===== src/hw/rtl/assert_macros.svh =====
// assertion helpers shared by the downscaler rtl
// define NO_ASSERTIONS to compile them out
`ifndef ASSERT_MACROS_SVH
`define ASSERT_MACROS_SVH
`ifndef NO_ASSERTIONS
// property that must hold at every clock edge out of reset
`define ASSERT_ALWAYS(label, clk_s, rstn_s, prop, msg) \
  label: assert property (@(posedge clk_s) disable iff (!rstn_s) (prop)) else $error(msg);
// condition that must hold in the cycle after a trigger
`define ASSERT_NEXT(label, clk_s, rstn_s, ante, cons, msg) \
  label: assert property (@(posedge clk_s) disable iff (!rstn_s) (ante) |=> (cons)) else $error(msg);
`else
`define ASSERT_ALWAYS(label, clk_s, rstn_s, prop, msg)
`define ASSERT_NEXT(label, clk_s, rstn_s, ante, cons, msg)
`endif
`endif


===== src/hw/rtl/nnd_pkg.sv =====
// ----------------------------------------------------------------------------
// nnd_pkg
// Types and constants shared by the nearest neighbor downscaler modules.
// ----------------------------------------------------------------------------
package nnd_pkg;

  localparam int SIZE_W         = 13;
  localparam int STEP_W         = 29;
  localparam int COORD_W        = 12;
  localparam int ACC_W          = 32;
  localparam int FRAC_W         = 16;
  localparam int PIX_W          = 8;
  localparam int CFG_IDX_W      = 3;
  localparam int CFG_DATA_W     = 29;
  localparam int DEF_MAX_WIDTH  = 4096;
  localparam int DEF_MAX_HEIGHT = 4096;
  localparam int RESET_STEP     = 65537;

  // configuration register indexes
  typedef enum logic [CFG_IDX_W-1:0] {
    REG_SOURCE_WIDTH  = 3'd0,
    REG_SOURCE_HEIGHT = 3'd1,
    REG_TARGET_WIDTH  = 3'd2,
    REG_TARGET_HEIGHT = 3'd3,
    REG_COLUMN_STEP   = 3'd4,
    REG_ROW_STEP      = 3'd5
  } cfg_reg_t;

  typedef struct packed {
    logic [SIZE_W-1:0] source_width;
    logic [SIZE_W-1:0] source_height;
    logic [SIZE_W-1:0] target_width;
    logic [SIZE_W-1:0] target_height;
    logic [STEP_W-1:0] column_step;
    logic [STEP_W-1:0] row_step;
  } cfg_t;

  typedef struct packed {
    logic [PIX_W-1:0] pixel_byte_zero;
    logic [PIX_W-1:0] pixel_byte_one;
    logic [PIX_W-1:0] pixel_byte_two;
  } in_payload_t;

  typedef struct packed {
    logic [PIX_W-1:0]   out_byte_zero;
    logic [PIX_W-1:0]   out_byte_one;
    logic [PIX_W-1:0]   out_byte_two;
    logic [COORD_W-1:0] out_column;
    logic [COORD_W-1:0] out_row;
    logic               frame_last;
  } out_payload_t;

  // selection status from the scan counters to the output stage
  typedef struct packed {
    logic               emit;
    logic [COORD_W-1:0] column;
    logic [COORD_W-1:0] row;
    logic               last;
  } hit_t;

endpackage


===== src/hw/rtl/nnd_cfg_regs.sv =====
// ----------------------------------------------------------------------------
// nnd_cfg_regs
// Configuration register file: sizes and 13.16 steps, written by index.
// ----------------------------------------------------------------------------
module nnd_cfg_regs import nnd_pkg::*; (
  input  logic                  clk,
  input  logic                  rst_n,
  input  logic                  cfg_we,
  input  logic [CFG_IDX_W-1:0]  cfg_index,
  input  logic [CFG_DATA_W-1:0] cfg_wdata,
  output cfg_t                  cfg
);

  cfg_t cfg_r;
  cfg_t cfg_nxt;

  // decode the write
  always_comb begin
    cfg_nxt = cfg_r;
    if (cfg_we) begin
      case (cfg_reg_t'(cfg_index))
        REG_SOURCE_WIDTH:  cfg_nxt.source_width  = cfg_wdata[SIZE_W-1:0];
        REG_SOURCE_HEIGHT: cfg_nxt.source_height = cfg_wdata[SIZE_W-1:0];
        REG_TARGET_WIDTH:  cfg_nxt.target_width  = cfg_wdata[SIZE_W-1:0];
        REG_TARGET_HEIGHT: cfg_nxt.target_height = cfg_wdata[SIZE_W-1:0];
        REG_COLUMN_STEP:   cfg_nxt.column_step   = cfg_wdata[STEP_W-1:0];
        REG_ROW_STEP:      cfg_nxt.row_step      = cfg_wdata[STEP_W-1:0];
        default:           cfg_nxt = cfg_r;
      endcase
    end
  end

  // register file
  always_ff @(posedge clk) begin
    if (!rst_n) begin
      cfg_r.source_width  <= SIZE_W'(1);
      cfg_r.source_height <= SIZE_W'(1);
      cfg_r.target_width  <= SIZE_W'(1);
      cfg_r.target_height <= SIZE_W'(1);
      cfg_r.column_step   <= STEP_W'(RESET_STEP);
      cfg_r.row_step      <= STEP_W'(RESET_STEP);
    end else begin
      cfg_r <= cfg_nxt;
    end
  end

  assign cfg = cfg_r;

endmodule


===== src/hw/rtl/nnd_scan.sv =====
// ----------------------------------------------------------------------------
// nnd_scan
// Source position counters and 16.16 accumulators that pick the source
// pixels kept for the output image.
// ----------------------------------------------------------------------------
`include "assert_macros.svh"

module nnd_scan import nnd_pkg::*; #(
  parameter int MAX_WIDTH  = DEF_MAX_WIDTH,
  parameter int MAX_HEIGHT = DEF_MAX_HEIGHT
) (
  input  logic clk,
  input  logic rst_n,
  input  cfg_t cfg,
  input  logic fire,
  output hit_t hit
);

  localparam int CW  = $clog2(MAX_WIDTH);
  localparam int RW  = $clog2(MAX_HEIGHT);
  localparam int WCW = (CW + 1 > SIZE_W) ? CW + 1 : SIZE_W;
  localparam int WRW = (RW + 1 > SIZE_W) ? RW + 1 : SIZE_W;

  logic [CW-1:0]     src_col_r, src_col_nxt;
  logic [RW-1:0]     src_row_r, src_row_nxt;
  logic [SIZE_W-1:0] out_col_r, out_col_nxt;
  logic [SIZE_W-1:0] out_row_r, out_row_nxt;
  logic [ACC_W-1:0]  col_acc_r, col_acc_nxt;
  logic [ACC_W-1:0]  row_acc_r, row_acc_nxt;
  logic              row_chosen_r, row_chosen_nxt;

  logic [WCW-1:0] eff_w;
  logic [WRW-1:0] eff_h;
  logic [CW:0]    col_inc;
  logic [RW:0]    row_inc;
  logic           col_wrap;
  logic           row_wrap;
  logic           row_adv;
  logic           emit;

  // effective source size: zero reads as one, clamp to the maximum
  always_comb begin
    if (cfg.source_width == '0) begin
      eff_w = WCW'(1);
    end else if (WCW'(cfg.source_width) > WCW'(MAX_WIDTH)) begin
      eff_w = WCW'(MAX_WIDTH);
    end else begin
      eff_w = WCW'(cfg.source_width);
    end
    if (cfg.source_height == '0) begin
      eff_h = WRW'(1);
    end else if (WRW'(cfg.source_height) > WRW'(MAX_HEIGHT)) begin
      eff_h = WRW'(MAX_HEIGHT);
    end else begin
      eff_h = WRW'(cfg.source_height);
    end
  end

  // selection of the current source pixel
  assign emit = row_chosen_r && (out_row_r < cfg.target_height) &&
                (out_col_r < cfg.target_width) &&
                (col_acc_r[ACC_W-1:FRAC_W] == FRAC_W'(src_col_r));

  assign col_inc  = {1'b0, src_col_r} + 1'b1;
  assign row_inc  = {1'b0, src_row_r} + 1'b1;
  assign col_wrap = WCW'(col_inc) >= eff_w;
  assign row_wrap = WRW'(row_inc) >= eff_h;
  assign row_adv  = row_chosen_r && (out_row_r < cfg.target_height);

  // counter update per transfer
  always_comb begin
    src_col_nxt    = src_col_r;
    src_row_nxt    = src_row_r;
    out_col_nxt    = out_col_r;
    out_row_nxt    = out_row_r;
    col_acc_nxt    = col_acc_r;
    row_acc_nxt    = row_acc_r;
    row_chosen_nxt = row_chosen_r;
    if (fire) begin
      if (emit) begin
        out_col_nxt = out_col_r + 1'b1;
        col_acc_nxt = col_acc_r + ACC_W'(cfg.column_step);
      end
      if (!col_wrap) begin
        src_col_nxt = col_inc[CW-1:0];
      end else begin
        // end of source row
        src_col_nxt = '0;
        out_col_nxt = '0;
        col_acc_nxt = '0;
        if (row_wrap) begin
          src_row_nxt = '0;
          out_row_nxt = '0;
          row_acc_nxt = '0;
        end else begin
          src_row_nxt = row_inc[RW-1:0];
          if (row_adv) begin
            out_row_nxt = out_row_r + 1'b1;
            row_acc_nxt = row_acc_r + ACC_W'(cfg.row_step);
          end
        end
        row_chosen_nxt = row_acc_nxt[ACC_W-1:FRAC_W] == FRAC_W'(src_row_nxt);
      end
    end
  end

  always_ff @(posedge clk) begin
    if (!rst_n) begin
      src_col_r    <= '0;
      src_row_r    <= '0;
      out_col_r    <= '0;
      out_row_r    <= '0;
      col_acc_r    <= '0;
      row_acc_r    <= '0;
      row_chosen_r <= 1'b1;
    end else begin
      src_col_r    <= src_col_nxt;
      src_row_r    <= src_row_nxt;
      out_col_r    <= out_col_nxt;
      out_row_r    <= out_row_nxt;
      col_acc_r    <= col_acc_nxt;
      row_acc_r    <= row_acc_nxt;
      row_chosen_r <= row_chosen_nxt;
    end
  end

  // status toward the output stage
  assign hit.emit   = emit;
  assign hit.column = out_col_r[COORD_W-1:0];
  assign hit.row    = out_row_r[COORD_W-1:0];
  assign hit.last   = (out_row_r == cfg.target_height - 1'b1) &&
                      (out_col_r == cfg.target_width - 1'b1);

  `ASSERT_NEXT(a_row_end_clears, clk, rst_n, fire && col_wrap, (src_col_r == '0) && (out_col_r == '0) && (col_acc_r == '0), "row end did not clear column state")
  `ASSERT_NEXT(a_col_advance, clk, rst_n, fire && emit && !col_wrap, out_col_r == $past(out_col_r) + 1'b1, "output column did not advance")

endmodule


===== src/hw/rtl/nnd_out_stage.sv =====
// ----------------------------------------------------------------------------
// nnd_out_stage
// Result register: swaps the outer color bytes, attaches coordinates and
// holds the result until the downstream side takes it.
// ----------------------------------------------------------------------------
`include "assert_macros.svh"

module nnd_out_stage import nnd_pkg::*; (
  input  logic         clk,
  input  logic         rst_n,
  input  hit_t         hit,
  input  logic         in_valid,
  input  in_payload_t  in_data,
  output logic         in_ready,
  output logic         out_valid,
  input  logic         out_ready,
  output out_payload_t out_data
);

  logic         out_valid_r, out_valid_nxt;
  out_payload_t out_data_r, out_data_nxt;
  logic         load;

  // an unselected pixel never needs the result register
  assign in_ready = !hit.emit || !out_valid_r || out_ready;
  assign load     = in_valid && in_ready && hit.emit;

  always_comb begin
    out_valid_nxt = (out_valid_r && !out_ready) || load;
    out_data_nxt  = out_data_r;
    if (load) begin
      out_data_nxt.out_byte_zero = in_data.pixel_byte_two;
      out_data_nxt.out_byte_one  = in_data.pixel_byte_one;
      out_data_nxt.out_byte_two  = in_data.pixel_byte_zero;
      out_data_nxt.out_column    = hit.column;
      out_data_nxt.out_row       = hit.row;
      out_data_nxt.frame_last    = hit.last;
    end
  end

  always_ff @(posedge clk) begin
    if (!rst_n) begin
      out_valid_r <= 1'b0;
    end else begin
      out_valid_r <= out_valid_nxt;
    end
  end

  // payload needs no reset
  always_ff @(posedge clk) begin
    out_data_r <= out_data_nxt;
  end

  assign out_valid = out_valid_r;
  assign out_data  = out_data_r;

  `ASSERT_NEXT(a_load_shows, clk, rst_n, load, out_valid_r && (out_data_r.out_column == $past(hit.column)) && (out_data_r.out_row == $past(hit.row)), "loaded result not presented")
  `ASSERT_ALWAYS(a_no_overwrite, clk, rst_n, !(out_valid_r && !out_ready && load), "pending result overwritten")

endmodule


===== src/hw/rtl/nearest_neighbor_downscaler.sv =====
// output: a selected pixel shows on out_valid in the cycle after its transfer
// throughput: one source pixel per cycle; a pixel is held off only when it
//   is selected while the result register is full and out_ready is low
// reset (synchronous, rst_n low): counters and accumulators cleared, row zero
//   selected, sizes set to one and steps to 65537, result register empty
// ----------------------------------------------------------------------------
// nearest_neighbor_downscaler
// Streaming nearest neighbor downscaler with 13.16 fixed point steps.
// ----------------------------------------------------------------------------
module nearest_neighbor_downscaler import nnd_pkg::*; #(
  parameter int MAX_WIDTH  = DEF_MAX_WIDTH,
  parameter int MAX_HEIGHT = DEF_MAX_HEIGHT
) (
  input  logic                  clk,
  input  logic                  rst_n,
  input  logic                  cfg_we,
  input  logic [CFG_IDX_W-1:0]  cfg_index,
  input  logic [CFG_DATA_W-1:0] cfg_wdata,
  input  logic                  in_valid,
  output logic                  in_ready,
  input  in_payload_t           in_data,
  output logic                  out_valid,
  input  logic                  out_ready,
  output out_payload_t          out_data
);

  cfg_t cfg;
  hit_t hit;
  logic in_fire;

  assign in_fire = in_valid && in_ready;

  // configuration registers
  nnd_cfg_regs u_cfg_regs (
    .clk       (clk),
    .rst_n     (rst_n),
    .cfg_we    (cfg_we),
    .cfg_index (cfg_index),
    .cfg_wdata (cfg_wdata),
    .cfg       (cfg)
  );

  // source scan and pixel selection
  nnd_scan #(
    .MAX_WIDTH  (MAX_WIDTH),
    .MAX_HEIGHT (MAX_HEIGHT)
  ) u_scan (
    .clk   (clk),
    .rst_n (rst_n),
    .cfg   (cfg),
    .fire  (in_fire),
    .hit   (hit)
  );

  // result register
  nnd_out_stage u_out_stage (
    .clk       (clk),
    .rst_n     (rst_n),
    .hit       (hit),
    .in_valid  (in_valid),
    .in_data   (in_data),
    .in_ready  (in_ready),
    .out_valid (out_valid),
    .out_ready (out_ready),
    .out_data  (out_data)
  );

endmodule

===== config.mk =====
export PLATFORM = sky130hd
export DESIGN_NAME = nearest_neighbor_downscaler
export DESIGN_NICKNAME = d
export VERILOG_FILES = /design/src/hw/rtl/nnd_pkg.sv /design/src/hw/rtl/nnd_cfg_regs.sv /design/src/hw/rtl/nnd_scan.sv /design/src/hw/rtl/nnd_out_stage.sv /design/src/hw/rtl/nearest_neighbor_downscaler.sv
export VERILOG_INCLUDE_DIRS = /design/src /design/src/hw/rtl
export SDC_FILE = /design/constraint.sdc
export NUM_CORES = 1
export LEC_CHECK = 0
export ABC_AREA = 0
export BUFFER_PORTS_ARGS = -buffer_cell sky130_fd_sc_hd__clkbuf_2
export CORE_MARGIN = 2
export CORE_UTILIZATION = 50
export DETAILED_ROUTE_END_ITERATION = 16
export PLACE_DENSITY = 0.74
export SKIP_LAST_GASP = 1
export SYNTH_ARGS = -nofsm -noshare
export SYNTH_HDL_FRONTEND = slang
export SYNTH_HIERARCHICAL = 1
export SYNTH_SLANG_ARGS = --single-unit

===== constraint.sdc =====
create_clock -name clk -period 9.8 [get_ports clk]
set_clock_uncertainty 0.05 [all_clocks]
set_input_delay 0.98 -clock clk [delete_from_list [all_inputs] [get_ports clk]]
set_output_delay 0.98 -clock clk [all_outputs]
set_load 0.05 [all_outputs]

==> results of run 1 <==
[cell usage after synthesis, drive strengths merged (4+ instances only)]
cell type	number	area (µm²)
mux2i	116	1161
o22ai	7	43.79
a22oi	33	252.7
a22o	8	70.07
edfxtp	49	1471
xor2	62	543.0
o21a	11	82.58
a21o	42	317.8
xnor2	84	735.7
and2	15	96.34
nand2b	7	43.79
o211ai	16	130.1
a21boi	25	187.7
a211o	5	43.79
a211oi	10	80.07
and3	24	152.6
nor4	19	140.1
buf	54	364.1
o21ai	52	264.0
nand4	27	168.9
or2	8	52.56
nand3b	4	30.03
o21bai	10	78.82
ha	116	1451
nor2b	53	331.6
clkbuf	48	251.5
a31oi	13	96.34
nand3	74	375.4
or3	5	31.28
and4	5	43.79
o31ai	6	45.04
o211a	4	40.04
a21oi	76	406.6
inv	60	225.2
a2111oi	11	140.1
nand2	249	934.7
dfxtp	226	4524
nor2	87	334.1
nor3	31	155.2
[state kept, by name (all words and copies together) (netlist names)]
| register | flops |
|---|---|
| u_scan/src_col_r | 12 |
| u_out_stage/out_valid | 1 |
| u_scan/row_chosen_r | 1 |
| u_scan/out_col_r | 13 |
| u_cfg_regs/cfg | 110 |
| u_scan/col_acc_r | 32 |
| u_scan/out_row_r | 13 |
| u_scan/src_row_r | 12 |
| u_out_stage/out_data | 49 |
| u_scan/row_acc_r | 32 |
[power by group through the flow]
stage	clock network, W	logic (W)	registers, W
after floorplan	0	0.000379	0.00148
after global placement	0	0.000715	0.00131
after detailed placement	0	0.000725	0.00131
after CTS	0.00119	0.000728	0.00129
after global routing	0.00123	0.000783	0.00130
final	0.00117	0.000736	0.00129
[placed cells by master, fill, tap and decap left out, types with 8 or more instances in the layout]
master / instances
sky130_fd_sc_hd__nor2b_1: 53
sky130_fd_sc_hd__dfxtp_1: 226
sky130_fd_sc_hd__a21oi_1: 73
sky130_fd_sc_hd__nand2_1: 249
sky130_fd_sc_hd__o211ai_1: 14
sky130_fd_sc_hd__edfxtp_1: 49
sky130_fd_sc_hd__buf_4: 10
sky130_fd_sc_hd__o21ai_0: 45
sky130_fd_sc_hd__nor2_1: 85
sky130_fd_sc_hd__a22o_1: 8
sky130_fd_sc_hd__a22oi_1: 32
sky130_fd_sc_hd__a211oi_1: 9
sky130_fd_sc_hd__clkbuf_2: 110
sky130_fd_sc_hd__a31oi_1: 12
sky130_fd_sc_hd__ha_1: 116
sky130_fd_sc_hd__o21a_1: 11
sky130_fd_sc_hd__xor2_1: 62
sky130_fd_sc_hd__nor4_1: 17
sky130_fd_sc_hd__o21bai_1: 9
sky130_fd_sc_hd__mux2i_1: 116
sky130_fd_sc_hd__and3_1: 22
sky130_fd_sc_hd__nor3_1: 31
sky130_fd_sc_hd__nand4_1: 27
sky130_fd_sc_hd__xnor2_1: 84
sky130_fd_sc_hd__a2111oi_0: 8
sky130_fd_sc_hd__a21boi_0: 18
sky130_fd_sc_hd__clkbuf_16: 29
sky130_fd_sc_hd__inv_1: 60
sky130_fd_sc_hd__nand3_1: 73
sky130_fd_sc_hd__a21o_1: 40
sky130_fd_sc_hd__and2_1: 13
sky130_fd_sc_hd__clkinvlp_4: 8
[cell type report]
| type | instances | area, µm² |
|---|---|---|
| well taps | 442 | 553.0 |
| flip-flops and latches | 275 | 5996 |
| inverters | 61 | 229.0 |
| repair buffers | 121 | 636.9 |
| multi-input cells | 1355 | 9485 |
| fillers | 2961 | 14450 |
| clock buffers | 32 | 747.0 |
| clock inverters | 22 | 270.3 |
[per-layer routing]
layer | global-route usage [%] | up-vias | routed length, µm
li1 | - | 6482 | -
met1 | 32.70 | 6336 | 19220
met2 | 40.32 | 477 | 19350
met3 | 2.509 | 76 | 2553
met4 | 7.746 | 0 | 1148
met5 | 0 | - | 0
[logic make-up after synthesis]
kind of cell             count (synthesis)
buffers and inverters                  164
flip-flops                             275
AND/OR/NAND/NOR                        621
multiplexers                           118
XOR/XNOR                               146
AO/OA/AOI/OAI                          352
adder cells (fa/ha/maj)                118
[per-stage QoR]
stage               util (%)  cell area (µm²)  std cells  hold WS (ns)  worst slack, ns
detailed placement     52.21            16900       2254        0.4056            5.125
CTS                    55.35            17920       2308        0.4120            5.077
floorplan                  -            16330       1794        0.3845            4.780
global route           55.35            17920       2308        0.4252            4.604
finish                 55.35            17920       2308        0.4110            4.964
global placement       52.21            16900       2254        0.3943            5.247
[worst min-delay path, delay by kind of cell, from the launching register on]
kind / cells / cell delay, ns
flops: 1 / 0.32
simple gates: 1 / 0.05
compound gates: 1 / 0.05
[worst max-delay path by stage]
| stage | slack [ns] | start | to | cells past startpoint |
|---|---|---|---|---|
| 6_report | 4.96 | u_scan/out_row_r[2] | u_scan/row_acc_r[21] | 15 |
| 5_1_grt | 4.60 | u_cfg_regs/cfg[66] | u_scan/row_acc_r[16] | 16 |
| 4_1_cts | 5.08 | u_cfg_regs/cfg[66] | u_scan/row_acc_r[21] | 16 |
| 3_5_place_dp | 5.12 | u_cfg_regs/cfg[66] | u_scan/row_acc_r[16] | 16 |
| 3_3_place_gp | 5.25 | u_cfg_regs/cfg[66] | u_scan/row_acc_r[18] | 16 |
| 2_1_floorplan | 4.78 | u_cfg_regs/cfg[66] | u_out_stage/out_data[0] | 11 |
==> report_table.html, run 1 <==
<table>
<tr><th>Metric</th><th>Value</th></tr>
<tr><th colspan="2">Yosys</th></tr>
<tr><td>Asr flop ratio synth</td><td>0%</td></tr>
<tr><td>FF+latch count, synth</td><td>275</td></tr>
<tr><td>Most instantiated flip-flop cell in the synthesis netlist</td><td>sky130_fd_sc_hd__dfxtp_1</td></tr>
<tr><td>Dominant combinational cell family by area after synthesis</td><td>simple AND/OR/NAND/NOR gates</td></tr>
<tr><td>Synthesized-area fraction occupied by adder cells</td><td>9.132%</td></tr>
<tr><td>Fraction of the mapped netlist area in compound gates</td><td>15.27%</td></tr>
<tr><td>Mux share of post-synthesis cell area</td><td>under 10%</td></tr>
<tr><td>Syn Nets</td><td>between 1,500 and 2,000</td></tr>
<tr><td>Xor/xnor cell area share of the yosys netlist</td><td>slightly below 8%</td></tr>
<tr><td>Synth warnings</td><td>6</td></tr>
<tr><td>Distinct cell type count after synthesis</td><td>94</td></tr>
<tr><td>Post-synthesis share of cell area spent on and, or, nand and nor gates</td><td>a little under a fifth</td></tr>
<tr><td>Count of flip-flops with a built-in enable after synthesis</td><td>just under 50</td></tr>
<tr><td>Post-synth design cell area</td><td>approximately 16,000 µm²</td></tr>
<tr><td>Syn Area/Cell</td><td>9.104 µm²</td></tr>
<tr><td>Register area share after synthesis</td><td>36.71%</td></tr>
<tr><td>Instance count of the mapped netlist</td><td>roughly 1,800</td></tr>
<tr><th colspan="2">Setup path</th></tr>
<tr><td>Required time at the endpoint of the critical path</td><td>about 10 ns</td></tr>
<tr><td>Crit path capture type</td><td>flop</td></tr>
<tr><td>Slowest stage delay, CP</td><td>about 0.66 ns</td></tr>
<tr><td>Arrival time worst endpoint</td><td>around 5.3 ns</td></tr>
<tr><td>Worst R2R Start</td><td>u_scan/out_row_r[2]</td></tr>
<tr><td>Crit path kind</td><td>flop to flop</td></tr>
<tr><td>Sequence of cells on the critical path</td><td>ha_1 -&gt; o21ai_0 -&gt; a21oi_1 -&gt; nor4_1 -&gt; o31ai_1 -&gt; buf_4 -&gt; or4_1 -&gt; nor2_1 -&gt; nand2_1 -&gt; and2_1 -&gt; buf_4 -&gt; nand3_2 -&gt; nand2_1 -&gt; o21ai_1 -&gt; a22o_1</td></tr>
<tr><td>Register-to-register path setup slack</td><td>~5.0 ns</td></tr>
<tr><td>Worst Path Buf+Inv</td><td>2</td></tr>
<tr><td>Type of element launching the critical path</td><td>flop</td></tr>
<tr><td>Destination of the worst register-to-register timing path</td><td>u_scan/row_acc_r[21]</td></tr>
<tr><td>Slowest stage cell on the critical path</td><td>sky130_fd_sc_hd__or4_1</td></tr>
<tr><td>R2R depth</td><td>15</td></tr>
<tr><td>Top Family by Delay on Critical Path</td><td>simple AND/OR/NAND/NOR gates</td></tr>
<tr><td>Crit path max fanout</td><td>27</td></tr>
<tr><th colspan="2">Power and ir drop</th></tr>
<tr><td>Areal power density over the cells</td><td>about 180 nW/µm²</td></tr>
<tr><td>Design internal power</td><td>0.002122 W</td></tr>
<tr><td>Post-route total power</td><td>0.003195 W</td></tr>
<tr><td>Share of total power in sequential cells</td><td>40.3%</td></tr>
<tr><td>NetSw</td><td>roughly 0.0011 W</td></tr>
<tr><td>Logic gate share of total power</td><td>between 20 and 25%</td></tr>
<tr><td>Relative contribution of the clock network to total power</td><td>between 30% and 40%</td></tr>
<tr><td>IR drop worst, VDD</td><td>0.0001472 V</td></tr>
<tr><td>Leakage power of the design</td><td>between 7 and 8 nW</td></tr>
<tr><td>Switching share of power</td><td>roughly 34%</td></tr>
<tr><th colspan="2">Placed design</th></tr>
<tr><td>Dpl hpwl</td><td>30,500 µm</td></tr>
<tr><td>RD Place Congestion</td><td>roughly 0.9</td></tr>
<tr><td>Number of port buffers</td><td>about 110</td></tr>
<tr><th colspan="2">Run status</th></tr>
<tr><td>Outcome</td><td>finished, final reports clean</td></tr>
<tr><th colspan="2">Routing</th></tr>
<tr><td>ANT nets after route</td><td>0</td></tr>
<tr><td>Per-cell routed wire length</td><td>18.32 µm</td></tr>
<tr><td>DRT Wirelength</td><td>about 42,000 µm</td></tr>
<tr><td>DR vias</td><td>13,371</td></tr>
<tr><td>Count of unresolved DRC violations after routing</td><td>0</td></tr>
<tr><td>DR vias/cell</td><td>~5.8</td></tr>
<tr><td>Router iterations before antenna repair</td><td>5</td></tr>
<tr><td>Detailed router's first-iteration violation count</td><td>about 1,000</td></tr>
<tr><th colspan="2">Cells and area</th></tr>
<tr><td>Layout cell share with drive strength beyond 1</td><td>roughly 11%</td></tr>
<tr><td>Number of nets at the end of the flow</td><td>around 2,000</td></tr>
<tr><td>Antenna cells</td><td>0</td></tr>
<tr><td>Area growth syn-to-layout</td><td>9.707%</td></tr>
<tr><th colspan="2">Timing</th></tr>
<tr><td>Unrepaired setup endpoints after global routing</td><td>no</td></tr>
<tr><td>Normalized max-slew margin</td><td>around 20%</td></tr>
<tr><td>Final period utilization</td><td>49.35%</td></tr>
<tr><td>Final count of hold timing violations</td><td>0</td></tr>
<tr><td>Worst-margin pin slew</td><td>between 1 and 1.5 ns</td></tr>
<tr><td>Final count of pins violating max slew</td><td>0</td></tr>
<tr><td>Peak clock frequency supported by timing</td><td>roughly 0.21 GHz</td></tr>
<tr><td>Final setup violating endpoints</td><td>0</td></tr>
<tr><td>Final setup TNS</td><td>0 ns</td></tr>
<tr><td>Period minus WS final</td><td>roughly 4.8 ns</td></tr>
<tr><th colspan="2">Floorplanning</th></tr>
<tr><td>I/O pin total</td><td>around 110</td></tr>
<tr><td>Die area</td><td>about 34,000 µm²</td></tr>
<tr><td>Number of placement rows</td><td>66</td></tr>
<tr><td>Die height</td><td>approximately 180 µm</td></tr>
<tr><td>Initial cell density of the core</td><td>50.45%</td></tr>
<tr><td>Area of the core</td><td>about 32,000 µm²</td></tr>
<tr><td>Die Width</td><td>184.7 µm</td></tr>
<tr><th colspan="2">Clocking</th></tr>
<tr><td>Number of buffers added for setup after CTS</td><td>0</td></tr>
<tr><td>Number of resized instances in the post-cts repair step</td><td>0</td></tr>
<tr><td>CTS Buf Count</td><td>29</td></tr>
<tr><td>H-tree Lvls</td><td>1</td></tr>
<tr><td>Number of hold-repair buffers added at the cts stage</td><td>0</td></tr>
<tr><td>Clock tree root driver cell</td><td>sky130_fd_sc_hd__clkbuf_16</td></tr>
<tr><td>Clk buf depth</td><td>3</td></tr>
<tr><td>Clock tree from TritonCTS</td><td>done</td></tr>
<tr><td>Clock latency on the worst-skew pair</td><td>0.57 ns</td></tr>
<tr><td>Num Clock Sinks</td><td>275</td></tr>
<tr><td>Post-CTS clock slew at the launch and capture registers of the worst setup and hold paths</td><td>about 0.07 ns</td></tr>
<tr><th colspan="2">Global route</th></tr>
<tr><td>Overflow after GRT</td><td>0</td></tr>
<tr><td>Maximum number of pins on one net before global-route repair</td><td>between 100 and 150</td></tr>
<tr><td>Total track usage</td><td>24.12%</td></tr>
<tr><td>First-pass GRT wire length</td><td>between 60,000 and 70,000 µm</td></tr>
<tr><td>Number of global-route vias before repair</td><td>between 10,000 and 15,000</td></tr>
<tr><td>Antenna violations before repair</td><td>0</td></tr>
<tr><th colspan="2">Min path</th></tr>
<tr><td>Worst min-delay path class</td><td>flop to flop</td></tr>
<tr><td>Worst hold path endpoint</td><td>u_scan/col_acc_r[15]</td></tr>
<tr><td>Hold path startpoint</td><td>u_scan/col_acc_r[15]</td></tr>
<tr><td>Hold path depth</td><td>2</td></tr>
<tr><th colspan="2">Job</th></tr>
<tr><td>Maximum capacitance violations</td><td>0</td></tr>
</table>
Power figures use the tool's default switching activity.
==> run 2: changes to the inputs <==
--- a/config.mk
+++ b/config.mk
@@ -11,7 +11,7 @@
 export CORE_MARGIN = 2
 export CORE_UTILIZATION = 50
 export DETAILED_ROUTE_END_ITERATION = 16
-export PLACE_DENSITY = 0.74
+export PLACE_DENSITY = 0.77
 export SKIP_LAST_GASP = 1
 export SYNTH_ARGS = -nofsm -noshare
 export SYNTH_HDL_FRONTEND = slang
==> constraint.sdc (replaced) <==
create_clock -name clk -period 4.12 [get_ports clk]
set_clock_uncertainty 0.05 [all_clocks]
set_input_delay 0.412 -clock clk [delete_from_list [all_inputs] [get_ports clk]]
set_output_delay 0.412 -clock clk [all_outputs]
set_load 0.05 [all_outputs]
==> run 2 against run 1 <==
Effect of this change:
- register-to-register slack worse by 4.7 ns
- count of clock-buffer cells in the layout is 7 higher
- largest power group unchanged
- critical path depth up 1
- via count increased by 2.0%
- sequential power is 140% higher
- worst hold slack got worse by 0.34 ns
- power grew 150%
- die area did not move
==> report_table.html, run 2 (synthesis results as in run 1) <==
<table>
<tr><th>Metric</th><th>Value</th></tr>
<tr><th colspan="2">Floorplanning</th></tr>
<tr><td>I/O pin total</td><td>112</td></tr>
<tr><td>Initial cell density of the core</td><td>50.45%</td></tr>
<tr><td>Number of placement rows</td><td>66</td></tr>
<tr><td>Die area</td><td>approximately 34,000 µm²</td></tr>
<tr><td>Area of the core</td><td>32,370 µm²</td></tr>
<tr><td>Die Width</td><td>approximately 180 µm</td></tr>
<tr><td>Die height</td><td>184.7 µm</td></tr>
<tr><th colspan="2">Cells and area</th></tr>
<tr><td>Area growth syn-to-layout</td><td>13.68%</td></tr>
<tr><td>Leading cell types in the layout, fill and taps excluded</td><td>sky130_fd_sc_hd__nand2_1 (247), sky130_fd_sc_hd__dfxtp_1 (226), sky130_fd_sc_hd__mux2i_1 (116), sky130_fd_sc_hd__ha_1 (116), sky130_fd_sc_hd__clkbuf_2 (110)</td></tr>
<tr><td>Layout cell share with drive strength beyond 1</td><td>a little over an eighth</td></tr>
<tr><td>Number of nets at the end of the flow</td><td>2,082</td></tr>
<tr><td>Most frequent standard cell in the layout excluding fill and tap cells</td><td>sky130_fd_sc_hd__nand2_1</td></tr>
<tr><td>Fill cells</td><td>approximately 2,800</td></tr>
<tr><td>Antenna cells</td><td>0</td></tr>
<tr><td>Flip-flop count of the largest register, all copies and words added</td><td>between 100 and 150</td></tr>
<tr><td>Area taken by flip-flops and latches</td><td>roughly 6000 µm²</td></tr>
<tr><td>Combined area of the multi-input logic cells</td><td>about 9500 µm²</td></tr>
<tr><th colspan="2">Timing</th></tr>
<tr><td>Unrepaired setup endpoints after global routing</td><td>no</td></tr>
<tr><td>Period minus WS final</td><td>approximately 3.9 ns</td></tr>
<tr><td>Final setup violating endpoints</td><td>0</td></tr>
<tr><td>Final setup TNS</td><td>0 ns</td></tr>
<tr><td>Final count of pins violating max slew</td><td>0</td></tr>
<tr><td>Normalized max-slew margin</td><td>about 22%</td></tr>
<tr><td>Worst setup slack after layout</td><td>0.2401 ns</td></tr>
<tr><td>Final period utilization</td><td>94.17%</td></tr>
<tr><td>Tightest hold margin</td><td>0.06680 ns</td></tr>
<tr><td>Final count of hold timing violations</td><td>0</td></tr>
<tr><td>Peak clock frequency supported by timing</td><td>0.2577 GHz</td></tr>
<tr><td>Worst-margin pin slew</td><td>1.157 ns</td></tr>
<tr><th colspan="2">Clocking</th></tr>
<tr><td>Num Clock Sinks</td><td>approximately 280</td></tr>
<tr><td>Post-CTS clock slew at the launch and capture registers of the worst setup and hold paths</td><td>roughly 0.060 ns</td></tr>
<tr><td>Clock latency on the worst-skew pair</td><td>0.57 ns</td></tr>
<tr><td>H-tree Lvls</td><td>1</td></tr>
<tr><td>Clock tree root driver cell</td><td>sky130_fd_sc_hd__clkbuf_16</td></tr>
<tr><td>CTS Buf Count</td><td>31</td></tr>
<tr><td>Clk buf depth</td><td>3</td></tr>
<tr><td>Clock tree from TritonCTS</td><td>done</td></tr>
<tr><th colspan="2">Global route</th></tr>
<tr><td>Total track usage</td><td>24.85%</td></tr>
<tr><td>Antenna violations before repair</td><td>0</td></tr>
<tr><td>First-pass GRT wire length</td><td>about 70,000 µm</td></tr>
<tr><td>Overflow after GRT</td><td>0</td></tr>
<tr><td>Number of global-route vias before repair</td><td>between 10,000 and 15,000</td></tr>
<tr><td>Maximum number of pins on one net before global-route repair</td><td>87</td></tr>
<tr><th colspan="2">Setup path</th></tr>
<tr><td>Slowest stage delay, CP</td><td>about 0.44 ns</td></tr>
<tr><td>Crit path max fanout</td><td>10</td></tr>
<tr><td>Crit path kind</td><td>flop to flop</td></tr>
<tr><td>Required time at the endpoint of the critical path</td><td>~4.6 ns</td></tr>
<tr><td>Crit path capture type</td><td>flop</td></tr>
<tr><td>Slowest stage cell on the critical path</td><td>sky130_fd_sc_hd__dfxtp_1</td></tr>
<tr><td>Register-to-register path setup slack</td><td>0.24 ns</td></tr>
<tr><td>Sequence of cells on the critical path</td><td>and3_1 -&gt; and3_1 -&gt; and3_1 -&gt; nand3_1 -&gt; xnor2_1 -&gt; ha_1 -&gt; a21oi_1 -&gt; nor2b_1 -&gt; o21ai_0 -&gt; o211ai_1 -&gt; and2_1 -&gt; buf_4 -&gt; nor4_4 -&gt; buf_4 -&gt; a22oi_1 -&gt; nor2b_1</td></tr>
<tr><td>Arrival time worst endpoint</td><td>4.33 ns</td></tr>
<tr><td>Type of element launching the critical path</td><td>flop</td></tr>
<tr><td>Cell seen most often among critical-path stages</td><td>sky130_fd_sc_hd__and3_1</td></tr>
<tr><th colspan="2">Placed design</th></tr>
<tr><td>RD Place Congestion</td><td>between 0.9 and 1</td></tr>
<tr><td>Dpl hpwl</td><td>30,660 µm</td></tr>
<tr><td>Setup WS pre-CTS</td><td>~0.22 ns</td></tr>
<tr><td>Number of port buffers</td><td>111</td></tr>
<tr><th colspan="2">Power and ir drop</th></tr>
<tr><td>Relative contribution of the clock network to total power</td><td>approximately 37%</td></tr>
<tr><td>Logic gate share of total power</td><td>roughly a quarter</td></tr>
<tr><td>Design internal power</td><td>about 0.0052 W</td></tr>
<tr><td>Areal power density over the cells</td><td>423.5 nW/µm²</td></tr>
<tr><td>NetSw</td><td>between 0.002 and 0.003 W</td></tr>
<tr><td>Leakage power of the design</td><td>approximately 8.1 nW</td></tr>
<tr><td>Switching share of power</td><td>roughly a third</td></tr>
<tr><td>Share of total power in sequential cells</td><td>approximately two fifths</td></tr>
<tr><td>IR drop worst, VDD</td><td>0.0003567 V</td></tr>
<tr><th colspan="2">Routing</th></tr>
<tr><td>Detailed router's first-iteration violation count</td><td>a little over 900</td></tr>
<tr><td>DR vias/cell</td><td>roughly 5.8</td></tr>
<tr><td>DRT Wirelength</td><td>roughly 43,000 µm</td></tr>
<tr><td>Router iterations before antenna repair</td><td>5</td></tr>
<tr><td>ANT nets after route</td><td>0</td></tr>
<tr><td>DR vias</td><td>approximately 14,000</td></tr>
<tr><td>Count of unresolved DRC violations after routing</td><td>0</td></tr>
<tr><td>Per-cell routed wire length</td><td>around 18 µm</td></tr>
<tr><th colspan="2">Job</th></tr>
<tr><td>Maximum capacitance violations</td><td>0</td></tr>
<tr><th colspan="2">Min path</th></tr>
<tr><td>Worst min-delay path class</td><td>input pin to flop</td></tr>
<tr><th colspan="2">Run status</th></tr>
<tr><td>Outcome</td><td>finished, final reports clean</td></tr>
</table>
==> run 2: changes by cell type in the layout (fill, tap and decap cells not counted), sizes merged <==
cell         before  now
buf              11   45
dlygate4sd3       0   24
clkbuf          142  149
clkinvlp          8    5
bufinv            5    3
clkinv            8    9
inv              62   63
==> run 2: what timing repair did <==
action                                 in CTS  in global routing
gates resized for setup                     0                  6
endpoints found under the hold margin      24                  0
setup endpoints to repair                   0                 25
setup buffers                               0                  0
hold buffers                               24                  0
==> run 2: stage by stage <==
step                total power, W  util (%)  area (µm²)  instances
floorplan                 0.004428         -       16350       1794
global placement          0.004928     53.21       17230       2288
detailed placement        0.004963     53.21       17230       2288
CTS                       0.007859     57.31       18550       2370
global route              0.008148     57.36       18570       2370
finish                    0.007864     57.36       18570       2370
==> run 2: worst paths after layout <==
| check | from | endpoint | cells past startpoint |
|---|---|---|---|
| worst max-delay path | u_scan/src_col_r[0] | u_scan/col_acc_r[25] | 16 |
| worst min-delay path | cfg_wdata[22] | u_cfg_regs/cfg[51] | 3 |
| worst max register to register | u_scan/src_col_r[0] | u_scan/col_acc_r[25] | 16 |
| worst min register to register | u_scan/col_acc_r[13] | u_scan/col_acc_r[13] | 2 |
==> run 2: cell type report <==
| class | instances | share of cell area (%) |
|---|---|---|
| well taps | 442 | 2.979 |
| repair buffers | 179 | 6.456 |
| flip-flops and latches | 275 | 32.29 |
| inverters | 61 | 1.240 |
| multi-input cells | 1355 | 51.19 |
| clock buffers | 39 | 4.724 |
| clock inverters | 19 | 1.119 |
==> run 2: power groups by stage <==
stage | clock network [W] | logic, W | registers [W]
after global routing | 0.00303 | 0.00204 | 0.00308
final | 0.00288 | 0.00192 | 0.00306
after floorplan | 0 | 0.000912 | 0.00352
after CTS | 0.00292 | 0.00188 | 0.00306
after global placement | 0 | 0.00182 | 0.00311
after detailed placement | 0 | 0.00185 | 0.00311
==> run 2: worst max-delay path, delay by kind of cell, from the launching register on <==
kind / cells / cell delay, ns
compound gates: 4 / 0.71
fa+ha+maj: 1 / 0.30
xor+xnor: 1 / 0.28
flops: 1 / 0.44
simple gates: 8 / 1.57
buf+inv: 2 / 0.45
==> run 2: layer usage <==
layer | GRT usage, % | part of all wire, %
met4 | 8.159 | 3.2
met1 | 33.16 | 44
met5 | 0 | 0
met2 | 41.23 | 45
met3 | 3.734 | 7.1
